--- config.mk ---
export PLATFORM = sky130hd
export DESIGN_NAME = der_tlv_header_parser
export DESIGN_NICKNAME = d
export VERILOG_FILES = /design/src/rtl/core/dtlv_pkg.sv /design/src/rtl/core/dtlv_step.sv /design/src/rtl/core/der_tlv_header_parser.sv
export SDC_FILE = /design/constraint.sdc
export NUM_CORES = 1
export LEC_CHECK = 0
export BUFFER_PORTS_ARGS = -buffer_cell sky130_fd_sc_hd__buf_2
export CAP_MARGIN = 25
export CORE_UTILIZATION = 32
export DETAILED_ROUTE_END_ITERATION = 8
export HOLD_SLACK_MARGIN = 0.15
export PLACE_DENSITY = 0.52
export RECOVER_POWER = 25
export SETUP_SLACK_MARGIN = 0.05
export SYNTH_ARGS = -nofsm -noshare
export SYNTH_HDL_FRONTEND = slang
export SYNTH_SLANG_ARGS = --single-unit
--- constraint.sdc ---
create_clock -name clk -period 12.7 [get_ports clk]
set_input_delay 1.27 -clock clk [delete_from_list [all_inputs] [get_ports clk]]
set_output_delay 1.27 -clock clk [all_outputs]
set_load 0.1 [all_outputs]
--- src/rtl/core/dtlv_pkg.sv ---
// Shared types and constants for the DER TLV header parser.
package dtlv_pkg;

  // Length bytes accepted in the long form of the length field.
  localparam int MAX_LEN_BYTES = 4;
  localparam int LEN_CNT_W     = $clog2(MAX_LEN_BYTES + 1);

  // Object kinds selected by the object_kind register.
  localparam logic [1:0] KIND_SEQUENCE   = 2'd0;
  localparam logic [1:0] KIND_BIT_STRING = 2'd1;
  localparam logic [1:0] KIND_INTEGER    = 2'd2;

  // Tag bytes for each kind.
  localparam logic [7:0] TAG_SEQUENCE   = 8'h30;
  localparam logic [7:0] TAG_BIT_STRING = 8'h03;
  localparam logic [7:0] TAG_INTEGER    = 8'h02;

  // Configuration register indexes.
  localparam logic REG_OBJECT_KIND = 1'b0;
  localparam logic REG_INT_LIMIT   = 1'b1;

  // Register reset values.
  localparam logic [1:0]  OBJECT_KIND_RESET = KIND_SEQUENCE;
  localparam logic [15:0] INT_LIMIT_RESET   = 16'd16384;

  // Status codes on result transactions.
  localparam logic [2:0] ST_OK    = 3'd0;
  localparam logic [2:0] ST_TAG   = 3'd1;
  localparam logic [2:0] ST_FORM  = 3'd2;
  localparam logic [2:0] ST_ZERO  = 3'd3;
  localparam logic [2:0] ST_LONG  = 3'd4;
  localparam logic [2:0] ST_TRUNC = 3'd5;

  // Parse phase, one-hot.
  typedef enum logic [3:0] {
    PH_TAG       = 4'b0001,
    PH_LEN_FIRST = 4'b0010,
    PH_LEN_MORE  = 4'b0100,
    PH_CONTENT   = 4'b1000
  } phase_t;

  // Parser state carried from one byte to the next.
  typedef struct packed {
    phase_t               phase;
    logic [31:0]          length_accumulator;
    logic [LEN_CNT_W-1:0] length_bytes_left;
    logic [31:0]          content_left;
    logic                 first_content;
  } parse_state_t;

  // One result produced by a byte, with its valid flag.
  typedef struct packed {
    logic        valid;
    logic [7:0]  out_byte;
    logic        is_last;
    logic [31:0] content_length;
    logic [2:0]  status;
  } parse_result_t;

endpackage

--- src/rtl/core/dtlv_step.sv ---
// Combinational parse step: one byte and the current state give the next state and a result.
module dtlv_step
  import dtlv_pkg::*;
(
  input  parse_state_t  state,
  input  logic [7:0]    in_byte,
  input  logic          end_of_buffer,
  input  logic [1:0]    object_kind,
  input  logic [15:0]   integer_length_limit,
  output parse_state_t  state_next,
  output parse_result_t result
);

  logic                 fail;
  logic [2:0]           fail_code;
  logic                 emit;
  logic [7:0]           emit_byte;
  logic                 emit_last;
  logic                 length_done;
  logic [7:0]           want_tag;
  logic                 kind_valid;
  logic [6:0]           len_count;
  logic [LEN_CNT_W-1:0] left_dec;
  logic                 strip;
  logic                 content_last;

  // Expected tag for the configured kind.
  always_comb begin
    kind_valid = 1'b1;
    case (object_kind)
      KIND_SEQUENCE:   want_tag = TAG_SEQUENCE;
      KIND_BIT_STRING: want_tag = TAG_BIT_STRING;
      KIND_INTEGER:    want_tag = TAG_INTEGER;
      default: begin
        want_tag   = 8'h00;
        kind_valid = 1'b0;
      end
    endcase
  end

  assign len_count    = in_byte[6:0];
  assign left_dec     = (state.length_bytes_left != '0) ?
                        state.length_bytes_left - LEN_CNT_W'(1) : '0;
  assign strip        = (object_kind == KIND_INTEGER) && state.first_content &&
                        (in_byte == 8'h00);
  assign content_last = (state.content_left[31:1] == 31'd0);

  // Per-phase decoding, then the shared length check and error handling.
  always_comb begin
    state_next  = state;
    fail        = 1'b0;
    fail_code   = ST_OK;
    emit        = 1'b0;
    emit_byte   = 8'h00;
    emit_last   = 1'b0;
    length_done = 1'b0;

    case (state.phase)
      PH_TAG: begin
        state_next.length_accumulator = 32'd0;
        state_next.length_bytes_left  = '0;
        state_next.content_left       = 32'd0;
        state_next.first_content      = 1'b1;
        if (!kind_valid || in_byte != want_tag) begin
          fail      = 1'b1;
          fail_code = ST_TAG;
        end else if (end_of_buffer) begin
          fail      = 1'b1;
          fail_code = ST_TRUNC;
        end else begin
          state_next.phase = PH_LEN_FIRST;
        end
      end
      PH_LEN_FIRST: begin
        if (!in_byte[7]) begin
          state_next.length_accumulator = {24'd0, in_byte};
          length_done = 1'b1;
        end else if (len_count == 7'd0 || len_count > 7'(MAX_LEN_BYTES)) begin
          fail      = 1'b1;
          fail_code = ST_FORM;
        end else begin
          state_next.length_accumulator = 32'd0;
          state_next.length_bytes_left  = len_count[LEN_CNT_W-1:0];
          if (end_of_buffer) begin
            fail      = 1'b1;
            fail_code = ST_TRUNC;
          end else begin
            state_next.phase = PH_LEN_MORE;
          end
        end
      end
      PH_LEN_MORE: begin
        if (state.length_accumulator[31:24] != 8'd0) begin
          fail      = 1'b1;
          fail_code = ST_LONG;
        end else begin
          state_next.length_accumulator = {state.length_accumulator[23:0], in_byte};
          state_next.length_bytes_left  = left_dec;
          if (left_dec == '0) begin
            length_done = 1'b1;
          end else if (end_of_buffer) begin
            fail      = 1'b1;
            fail_code = ST_TRUNC;
          end
        end
      end
      PH_CONTENT: begin
        state_next.first_content = 1'b0;
        if (strip && content_last) begin
          // A lone zero byte of an integer is still delivered.
          state_next.phase        = PH_TAG;
          state_next.content_left = 32'd0;
          emit      = 1'b1;
          emit_last = 1'b1;
        end else if (!content_last && end_of_buffer) begin
          fail      = 1'b1;
          fail_code = ST_TRUNC;
        end else begin
          if (state.content_left != 32'd0) begin
            state_next.content_left = state.content_left - 32'd1;
          end
          if (!strip) begin
            emit      = 1'b1;
            emit_byte = in_byte;
            emit_last = content_last;
            if (content_last) begin
              state_next.phase = PH_TAG;
            end
          end
        end
      end
      default: begin
        fail      = 1'b1;
        fail_code = ST_FORM;
      end
    endcase

    // The full length is known: check it and enter the content phase.
    if (length_done) begin
      if (state_next.length_accumulator == 32'd0) begin
        fail      = 1'b1;
        fail_code = ST_ZERO;
      end else if (object_kind == KIND_INTEGER &&
                   state_next.length_accumulator > {16'd0, integer_length_limit}) begin
        fail      = 1'b1;
        fail_code = ST_LONG;
      end else if (end_of_buffer) begin
        fail      = 1'b1;
        fail_code = ST_TRUNC;
      end else begin
        state_next.content_left  = state_next.length_accumulator;
        state_next.first_content = 1'b1;
        state_next.phase         = PH_CONTENT;
      end
    end

    // An error returns to tag search and reports a zero byte marked last.
    if (fail) begin
      state_next.phase = PH_TAG;
    end
    result.valid          = fail || emit;
    result.out_byte       = fail ? 8'h00 : emit_byte;
    result.is_last        = fail ? 1'b1 : emit_last;
    result.content_length = state_next.length_accumulator;
    result.status         = fail ? fail_code : ST_OK;
  end

endmodule

--- src/rtl/core/der_tlv_header_parser.sv ---
// Top level of the DER TLV header parser: input register, parse step, result register.
// A byte that yields a result reaches the master side through the input and the result register.
// Throughput: one byte per cycle; the parse step is a single pass between two registers.
// A full output register stalls the input register, which in turn drops s_axis_tready.
// Reset (rst, synchronous) empties both registers, returns to tag search and restores
// object_kind to sequence and integer_length_limit to 16384.
module der_tlv_header_parser
  import dtlv_pkg::*;
(
  input  logic        clk,
  input  logic        rst,
  input  logic        cfg_we,
  input  logic        cfg_index,
  input  logic [15:0] cfg_data,
  input  logic        s_axis_tvalid,
  output logic        s_axis_tready,
  input  logic [7:0]  s_axis_tdata,   // [7:0] in_byte
  input  logic        s_axis_tlast,   // end_of_buffer
  output logic        m_axis_tvalid,
  input  logic        m_axis_tready,
  output logic [47:0] m_axis_tdata,   // [7:0] out_byte, [39:8] content_length,
                                      // [42:40] status, [47:43] zero
  output logic        m_axis_tlast    // is_last
);

  logic          in_valid;
  logic [7:0]    in_byte;
  logic          in_eob;
  logic [1:0]    object_kind;
  logic [15:0]   integer_length_limit;
  parse_state_t  state;
  parse_state_t  state_next;
  parse_result_t step_result;
  parse_result_t out_result;
  logic          advance;

  // Configuration registers.
  always_ff @(posedge clk) begin
    if (rst) begin
      object_kind          <= OBJECT_KIND_RESET;
      integer_length_limit <= INT_LIMIT_RESET;
    end else if (cfg_we) begin
      case (cfg_index)
        REG_OBJECT_KIND: object_kind          <= cfg_data[1:0];
        REG_INT_LIMIT:   integer_length_limit <= cfg_data;
        default:         ;
      endcase
    end
  end

  // The held byte moves on when the result register is free or drains this cycle.
  assign advance       = in_valid && (!out_result.valid || m_axis_tready);
  assign s_axis_tready = !in_valid || advance;

  // Input register.
  always_ff @(posedge clk) begin
    if (rst) begin
      in_valid <= 1'b0;
    end else if (s_axis_tvalid && s_axis_tready) begin
      in_valid <= 1'b1;
    end else if (advance) begin
      in_valid <= 1'b0;
    end
  end

  always_ff @(posedge clk) begin
    if (s_axis_tvalid && s_axis_tready) begin
      in_byte <= s_axis_tdata;
      in_eob  <= s_axis_tlast;
    end
  end

  dtlv_step u_step (
    .state                (state),
    .in_byte              (in_byte),
    .end_of_buffer        (in_eob),
    .object_kind          (object_kind),
    .integer_length_limit (integer_length_limit),
    .state_next           (state_next),
    .result               (step_result)
  );

  // Parser state.
  always_ff @(posedge clk) begin
    if (rst) begin
      state.phase              <= PH_TAG;
      state.length_accumulator <= 32'd0;
      state.length_bytes_left  <= '0;
      state.content_left       <= 32'd0;
      state.first_content      <= 1'b1;
    end else if (advance) begin
      state <= state_next;
    end
  end

  // Result register.
  always_ff @(posedge clk) begin
    if (rst) begin
      out_result.valid <= 1'b0;
    end else if (advance) begin
      out_result.valid <= step_result.valid;
    end else if (m_axis_tready) begin
      out_result.valid <= 1'b0;
    end
  end

  always_ff @(posedge clk) begin
    if (advance && step_result.valid) begin
      out_result.out_byte       <= step_result.out_byte;
      out_result.is_last        <= step_result.is_last;
      out_result.content_length <= step_result.content_length;
      out_result.status         <= step_result.status;
    end
  end

  assign m_axis_tvalid = out_result.valid;
  assign m_axis_tlast  = out_result.is_last;
  assign m_axis_tdata  = {5'd0, out_result.status, out_result.content_length,
                          out_result.out_byte};

endmodule

### Word level (Yosys, flattened, before mapping)

Index checks and enable logic that the tools add are counted.

| cells by class | value |
|---|---|
| bitwise logic cells | 2 |
| magnitude comparators | 2 |
| mux-type cells | 72 |
| add/sub/neg operators | 2 |
| reduce and logical (&&, ||, !) cells | 34 |
| equal/unequal tests | 10 |

Operators with widths:

| operator | number |
|---|---|
| 33-bit two-way mux | 4 |
| 32-bit two-way mux | 4 |
| 35-bit one-hot mux with 3 select lines | 1 |
| 33-bit one-hot mux with 2 select lines | 1 |
| 4-bit two-way mux | 13 |
| 3-bit two-way mux | 14 |
| 39-bit two-way mux | 1 |
| 35-bit two-way mux | 1 |
| 32-bit by 16-bit > comparator with 1-bit output | 1 |
| 32-bit zero test | 1 |
| 32-bit nonzero test | 1 |
| 32-bit by 1-bit subtractor with 32-bit output (second input constant) | 1 |
| 31-bit zero test | 1 |
| 1-bit two-way mux | 28 |
| 6-bit one-hot mux with 3 select lines | 1 |
| 3-bit one-hot mux with 4 select lines | 1 |
| 4-bit one-hot mux with 3 select lines | 1 |
| 1-bit logical AND | 8 |
| 8-bit zero test | 1 |
| 8-bit by 6-bit inequality test with 1-bit output | 1 |
| 8-bit nonzero test | 1 |
| 7-bit by 3-bit > comparator with 1-bit output (second input constant) | 1 |
| 7-bit zero test | 1 |
| 2-bit inequality test (second input constant) | 3 |
| other kinds (20) | 31 |

| storage, ports and cells | value |
|---|---|
| output and inout port bits | 51 |
| word-level logic and storage cells | 137 |
| bits of input ports | 31 |
| flip-flop bits (word level) | 145 |

### Depth between registers and ports, before layout

| logic depth | value |
|---|---|
| word-level depth | 13 |
| mapped depth | 18 |
| gate-level depth less buffers | 14 |

### Hierarchy

From an unflattened synthesis, not the netlist that was laid out.

| unflattened totals | value |
|---|---|
| cell total of the unflattened synthesis | 987 |
| area, all modules | 9,217.6 µm² |

By module, submodules not included:

| module | seq. area each (µm²) | instances | cells an instance | area each (µm²) |
|---|---|---|---|---|
| der_tlv_header_parser | 3,433.3 | 1 | 461 | 5,646.7 |
| dtlv_step | 0.0 | 1 | 526 | 3,570.9 |

### Worst setup path after synthesis

OpenSTA, ideal clock, no wires.

| timing path | value |
|---|---|
| path type | register to register |
| start point | reg in_byte[3] |
| end point | reg out_result (netlist bit m_axis_tdata[0]), enable pin |
| required time | 12.296 ns |
| period minus slack after synthesis | 5.168 ns |
| path buffers | 2 |
| library setup time | 0.404 ns |
| setup slack | 7.532 ns |
| stages on the path, launching flop included | 16 |
| data arrival time | 4.764 ns |
| cells stage by stage | edfxtp_1 -> or4_4 -> o311ai_4 -> o21ai_2 -> clkbuf_1 -> clkbuf_1 -> a22o_1 -> ha_1 -> nand3_1 -> a31oi_1 -> a211oi_1 -> or2_2 -> a31oi_1 -> a21o_1 -> or3_1 -> o21a_1 |

RTL lines:

| what | line | source |
|---|---|---|
| start, declared | der_tlv_header_parser.sv:27 | `logic [7:0] in_byte;` |
| start signal, assigned | der_tlv_header_parser.sv:68 | `in_byte <= s_axis_tdata;` |
| end, declared | der_tlv_header_parser.sv:34 | `parse_result_t out_result;` |

==> results.sh <==
export IMPL_status="finished with violations"
export IMPL_failed_checks="max-capacitance violations, max-slew violations"
export IMPL_clock_root_buffer="sky130_fd_sc_hd__clkbuf_16"
export IMPL_cts_made_buffers=17
export IMPL_timing_critical_path_slowest_cell_delay_ns=0.94
export IMPL_reg2reg_from="state[64]$_SDFFE_PP0P_"
export IMPL_power_frac_comb_pct=13.1
export IMPL_fp_dieArea_sq_um=24400
export IMPL_synth_top_cell_by_area="sky130_fd_sc_hd__dfxtp_1"
export IMPL_clock_insertion_delay_worst_skew_ns=0.43
export IMPL_worst_r2r_path_cells=17
export IMPL_critical_path_depth=17
export IMPL_fin_nets=974
export IMPL_vdd_ir_drop_worst_uv=80.5
export IMPL_globalRoute_totalOverflow=0
export IMPL_finalHoldViolCount=0
export IMPL_placeable_area_sq_um=23400
export IMPL_cts_hold_fix_buffers=0
export IMPL_setup_worst_path_end_class="register"
export IMPL_final_hold_worst_slack_ns=0.457
export IMPL_grtUsageTotal_pct=20.3
export IMPL_routed_wl_met2_um=10500
export IMPL_rsz0062_at_grt="false"
export IMPL_cell_chain_of_the_critical_path="nor4_1 > and4_1 > buf_4 > o21ai_2 > buf_4 > a22oi_1 > inv_1 > ha_1 > nand4_1 > a31oi_1 > a211oi_1 > or2_2 > a31oi_1 > a21o_1 > or3_1 > o21a_2 > buf_4"
export IMPL_detailroute_wirelength_met3_um=1200
export IMPL_postSynthCellCount=865
export IMPL_final_util_pct=37.7
export IMPL_cts_sinks=145
export IMPL_power_per_cell_area_nw_per_um2=132
export IMPL_wire_length_of_the_first_global_routing_pass_um=37500
export IMPL_detailedPlacementHpwl_um=16700
export IMPL_maximum_capacitance_violations=1
export IMPL_critPathSlowestCell="sky130_fd_sc_hd__nor4_1"
export IMPL_post_dp_cell_area_sq_um=8280
export IMPL_number_of_flops_mapped_to_enable_cells_by_yosys=53
export IMPL_final_layout_fill_cell_count=2477
export IMPL_critical_path_endpoint="m_axis_tdata[41]$_SDFFCE_PN0P_"
export IMPL_reg2reg_slack_ns=6.88
export IMPL_design_area_sq_um=8820
export IMPL_timing_critical_path_max_delay_family="simple AND/OR/NAND/NOR gates"
export IMPL_fin_cells=1253
export IMPL_maxUsedRoutingLayer="met4"
export IMPL_final_antenna_net_count=0
export IMPL_vias=6932
export IMPL_power_internal_mw=0.811
export IMPL_detail_route_wl_per_cell_um=19.1
export IMPL_netSwitchingPower_mw=0.355
export IMPL_place_congestion=0.875
export IMPL_grt_pass1_vias=6344
export IMPL_drt_drc_violations_left=0
export IMPL_clockBufferDepth=2
export IMPL_r2r_end="m_axis_tdata[41]$_SDFFCE_PN0P_"
export IMPL_cts_reportedPaths_clkPinSlew_ns=0.07
export IMPL_cts_htree_levels=4
export IMPL_totalNegativeSetupSlack_ns=0
export IMPL_pwr_share_clk_pct=42.8
export IMPL_synth_area_sq_um=7620
export IMPL_antenna_found_initial=0
export IMPL_tritoncts="built"
export IMPL_drt_iter0_markers=642
export IMPL_synth_top_area_share_pct=24.2
export IMPL_finalClockSkew_ns=0.0116
export IMPL_worst_ep_arrival_time_ns=5.90
export IMPL_timing_hold_worst_class="reg2reg"
export IMPL_areaGrowthSynthToFinish_pct=15.7
export IMPL_numPortBuffers=76
export IMPL_synth_ff_type="sky130_fd_sc_hd__dfxtp_1"
export IMPL_p_leak_nw=3.28
export IMPL_sequential_to_total_area_share_from_yosys_stat_pct=45.0
export IMPL_placementRows=56
export IMPL_drt_met1_wl_um=11700
export IMPL_tightest_slew_ns=2.56
export IMPL_netlist_top_cells_count="sky130_fd_sc_hd__dfxtp_1 (92), sky130_fd_sc_hd__nand2_1 (91), sky130_fd_sc_hd__nor2_1 (86)"
export IMPL_synth_yosys_warnings=0
export IMPL_ios=82
export IMPL_synth_area_leaders="sky130_fd_sc_hd__dfxtp_1 (24%), sky130_fd_sc_hd__edfxtp_1 (21%), sky130_fd_sc_hd__nand2_1 (4.5%), sky130_fd_sc_hd__nor2_1 (4.2%), sky130_fd_sc_hd__ha_1 (3.6%)"
export IMPL_async_reset_ff_share_pct=0
export IMPL_grt_max_degree=62
export IMPL_fin_crit_sh_pct=45.8
export IMPL_critical_path_startpoint_type="register"
export IMPL_setup_violations=0
export IMPL_cp_startpoint="state[64]$_SDFFE_PP0P_"
export IMPL_detail_route_vias_per_cell=5.53
export IMPL_drt_total_wl_um=23900
export IMPL_finalWorstPathRequiredPeriod_ns=5.82
export IMPL_cts_setup_buffers=0
export IMPL_finalMaxSlewViolations=52
export IMPL_category_of_the_most_critical_setup_path="reg2reg"
export IMPL_syn_area_per_cell_sq_um=8.81
export IMPL_critPathRequiredTime_ns=12.78
export IMPL_post_route_cells_drive_above_1_share_pct=11.9
export IMPL_max_slew_margin_pct=-71.0
export IMPL_start_util_pct=32.6
export IMPL_p_seq_share_pct=44.1
export IMPL_max_freq_mhz=172
export IMPL_horizontal_die_dimension_um=156
export IMPL_switching_share_pct=30.4
export IMPL_floorplan_die_height_um=156
export IMPL_placed_cells=1221
export IMPL_postSynthRegisterBits=145
export IMPL_detail_route_first_pass_iterations=5
export IMPL_n_antenna_cell=0
export IMPL_synth_most_common_cell="sky130_fd_sc_hd__dfxtp_1"
export IMPL_netlist_cell_type_count=69
export IMPL_critical_path_top_cell_by_count="sky130_fd_sc_hd__buf_4"
export IMPL_crit_path_max_fanout=32
export IMPL_cts_repair_resize_count=0
export IMPL_count_of_buffering_cells_on_the_critical_path_with_inverters_included=4
==> routing by layer <==
layer	global-route usage [%]	up-vias
met2	30.5	233
li1	-	3340
met4	7.52	0
met5	0	-
met1	29.1	3331
met3	2.99	28
==> sequential cells by signal, summed over array words and instances (netlist names) <==
name and count:
state 72, m_axis_tdata 43, integer_length_limit 16, in_byte 8
object_kind 2, in_eob 1, in_valid 1, m_axis_tlast 1
m_axis_tvalid 1
==> worst reg2reg max path, cell delays in order (launching register included) <==
cell and delay (ns):
sky130_fd_sc_hd__dfxtp_1 0.32, sky130_fd_sc_hd__nor4_1 0.94, sky130_fd_sc_hd__and4_1 0.31, sky130_fd_sc_hd__buf_4 0.32, sky130_fd_sc_hd__o21ai_2 0.10, sky130_fd_sc_hd__buf_4 0.25
sky130_fd_sc_hd__a22oi_1 0.23, sky130_fd_sc_hd__inv_1 0.11, sky130_fd_sc_hd__ha_1 0.30, sky130_fd_sc_hd__nand4_1 0.16, sky130_fd_sc_hd__a31oi_1 0.21, sky130_fd_sc_hd__a211oi_1 0.08
sky130_fd_sc_hd__or2_2 0.30, sky130_fd_sc_hd__a31oi_1 0.46, sky130_fd_sc_hd__a21o_1 0.23, sky130_fd_sc_hd__or3_1 0.21, sky130_fd_sc_hd__o21a_2 0.46, sky130_fd_sc_hd__buf_4 0.46
==> per-stage QoR <==
stage	power, mW	setup WS [ns]
2_1_floorplan	0.639	7.53
3_3_place_gp	0.676	7.06
3_5_place_dp	0.676	6.94
4_1_cts	1.18	6.93
5_1_grt	1.21	6.45
6_report	1.17	6.88
==> layout make-up <==
cell class / count / area, sq um / area share [%]
clock inverters: 15 / 150 / 1.70
inverters: 32 / 120 / 1.36
well taps: 319 / 399 / 4.52
flip-flops and latches: 145 / 3430 / 38.9
multi-input cells: 636 / 3850 / 43.7
repair buffers: 89 / 440 / 4.99
clock buffers: 17 / 425 / 4.82
==> placed cells by master, fill, tap and decap left out, types with 9 or more instances in the layout <==
cell and n:
sky130_fd_sc_hd__a211oi_1 25, sky130_fd_sc_hd__a21oi_1 48, sky130_fd_sc_hd__a22o_1 25, sky130_fd_sc_hd__a22oi_1 11, sky130_fd_sc_hd__a31oi_1 16, sky130_fd_sc_hd__and2_1 10
sky130_fd_sc_hd__and3_1 17, sky130_fd_sc_hd__buf_2 49, sky130_fd_sc_hd__buf_4 12, sky130_fd_sc_hd__clkbuf_1 28, sky130_fd_sc_hd__clkbuf_16 17, sky130_fd_sc_hd__dfxtp_1 92
sky130_fd_sc_hd__edfxtp_1 53, sky130_fd_sc_hd__ha_1 22, sky130_fd_sc_hd__inv_1 31, sky130_fd_sc_hd__nand2_1 91, sky130_fd_sc_hd__nand3_1 20, sky130_fd_sc_hd__nand4_1 14
sky130_fd_sc_hd__nor2_1 85, sky130_fd_sc_hd__nor3_1 53, sky130_fd_sc_hd__nor4_1 27, sky130_fd_sc_hd__o21ai_0 36, sky130_fd_sc_hd__o31ai_1 9, sky130_fd_sc_hd__xnor2_1 10
==> worst min path at each step <==
| stage | startpoint | end | slack [ns] | cells after the start |
|---|---|---|---|---|
| 5_1_grt | integer_length_limit[4]$_SDFFE_PP0P_ | integer_length_limit[4]$_SDFFE_PP0P_ | 0.47 | 2 |
| 2_1_floorplan | integer_length_limit[10]$_SDFFE_PP0P_ | integer_length_limit[10]$_SDFFE_PP0P_ | 0.44 | 2 |
| 3_3_place_gp | integer_length_limit[5]$_SDFFE_PP0P_ | integer_length_limit[5]$_SDFFE_PP0P_ | 0.45 | 2 |
| 4_1_cts | integer_length_limit[4]$_SDFFE_PP0P_ | integer_length_limit[4]$_SDFFE_PP0P_ | 0.46 | 2 |
| 6_report | integer_length_limit[7]$_SDFFE_PP0P_ | integer_length_limit[7]$_SDFFE_PP0P_ | 0.46 | 2 |
| 3_5_place_dp | integer_length_limit[4]$_SDFFE_PP0P_ | integer_length_limit[4]$_SDFFE_PP0P_ | 0.45 | 2 |
==> kinds of logic after synthesis <==
group	share of synthesized area, %
compound gates	20.8
xor+xnor	1.61
fa+ha+maj	3.61
buf+inv	4.68
flops	45.0
mux	0.263
other cells	0.0492
simple gates	24.0
==> power by group through the flow <==
stage,combinational [mW],clock (mW),sequential [mW]
after floorplan,0.0802,0,0.559
after global placement,0.153,0,0.524
after detailed placement,0.153,0,0.523
after CTS,0.153,0.509,0.513
after global routing,0.166,0.527,0.516
final,0.153,0.498,0.514
Note: power is estimated with default switching activity, not from simulation.
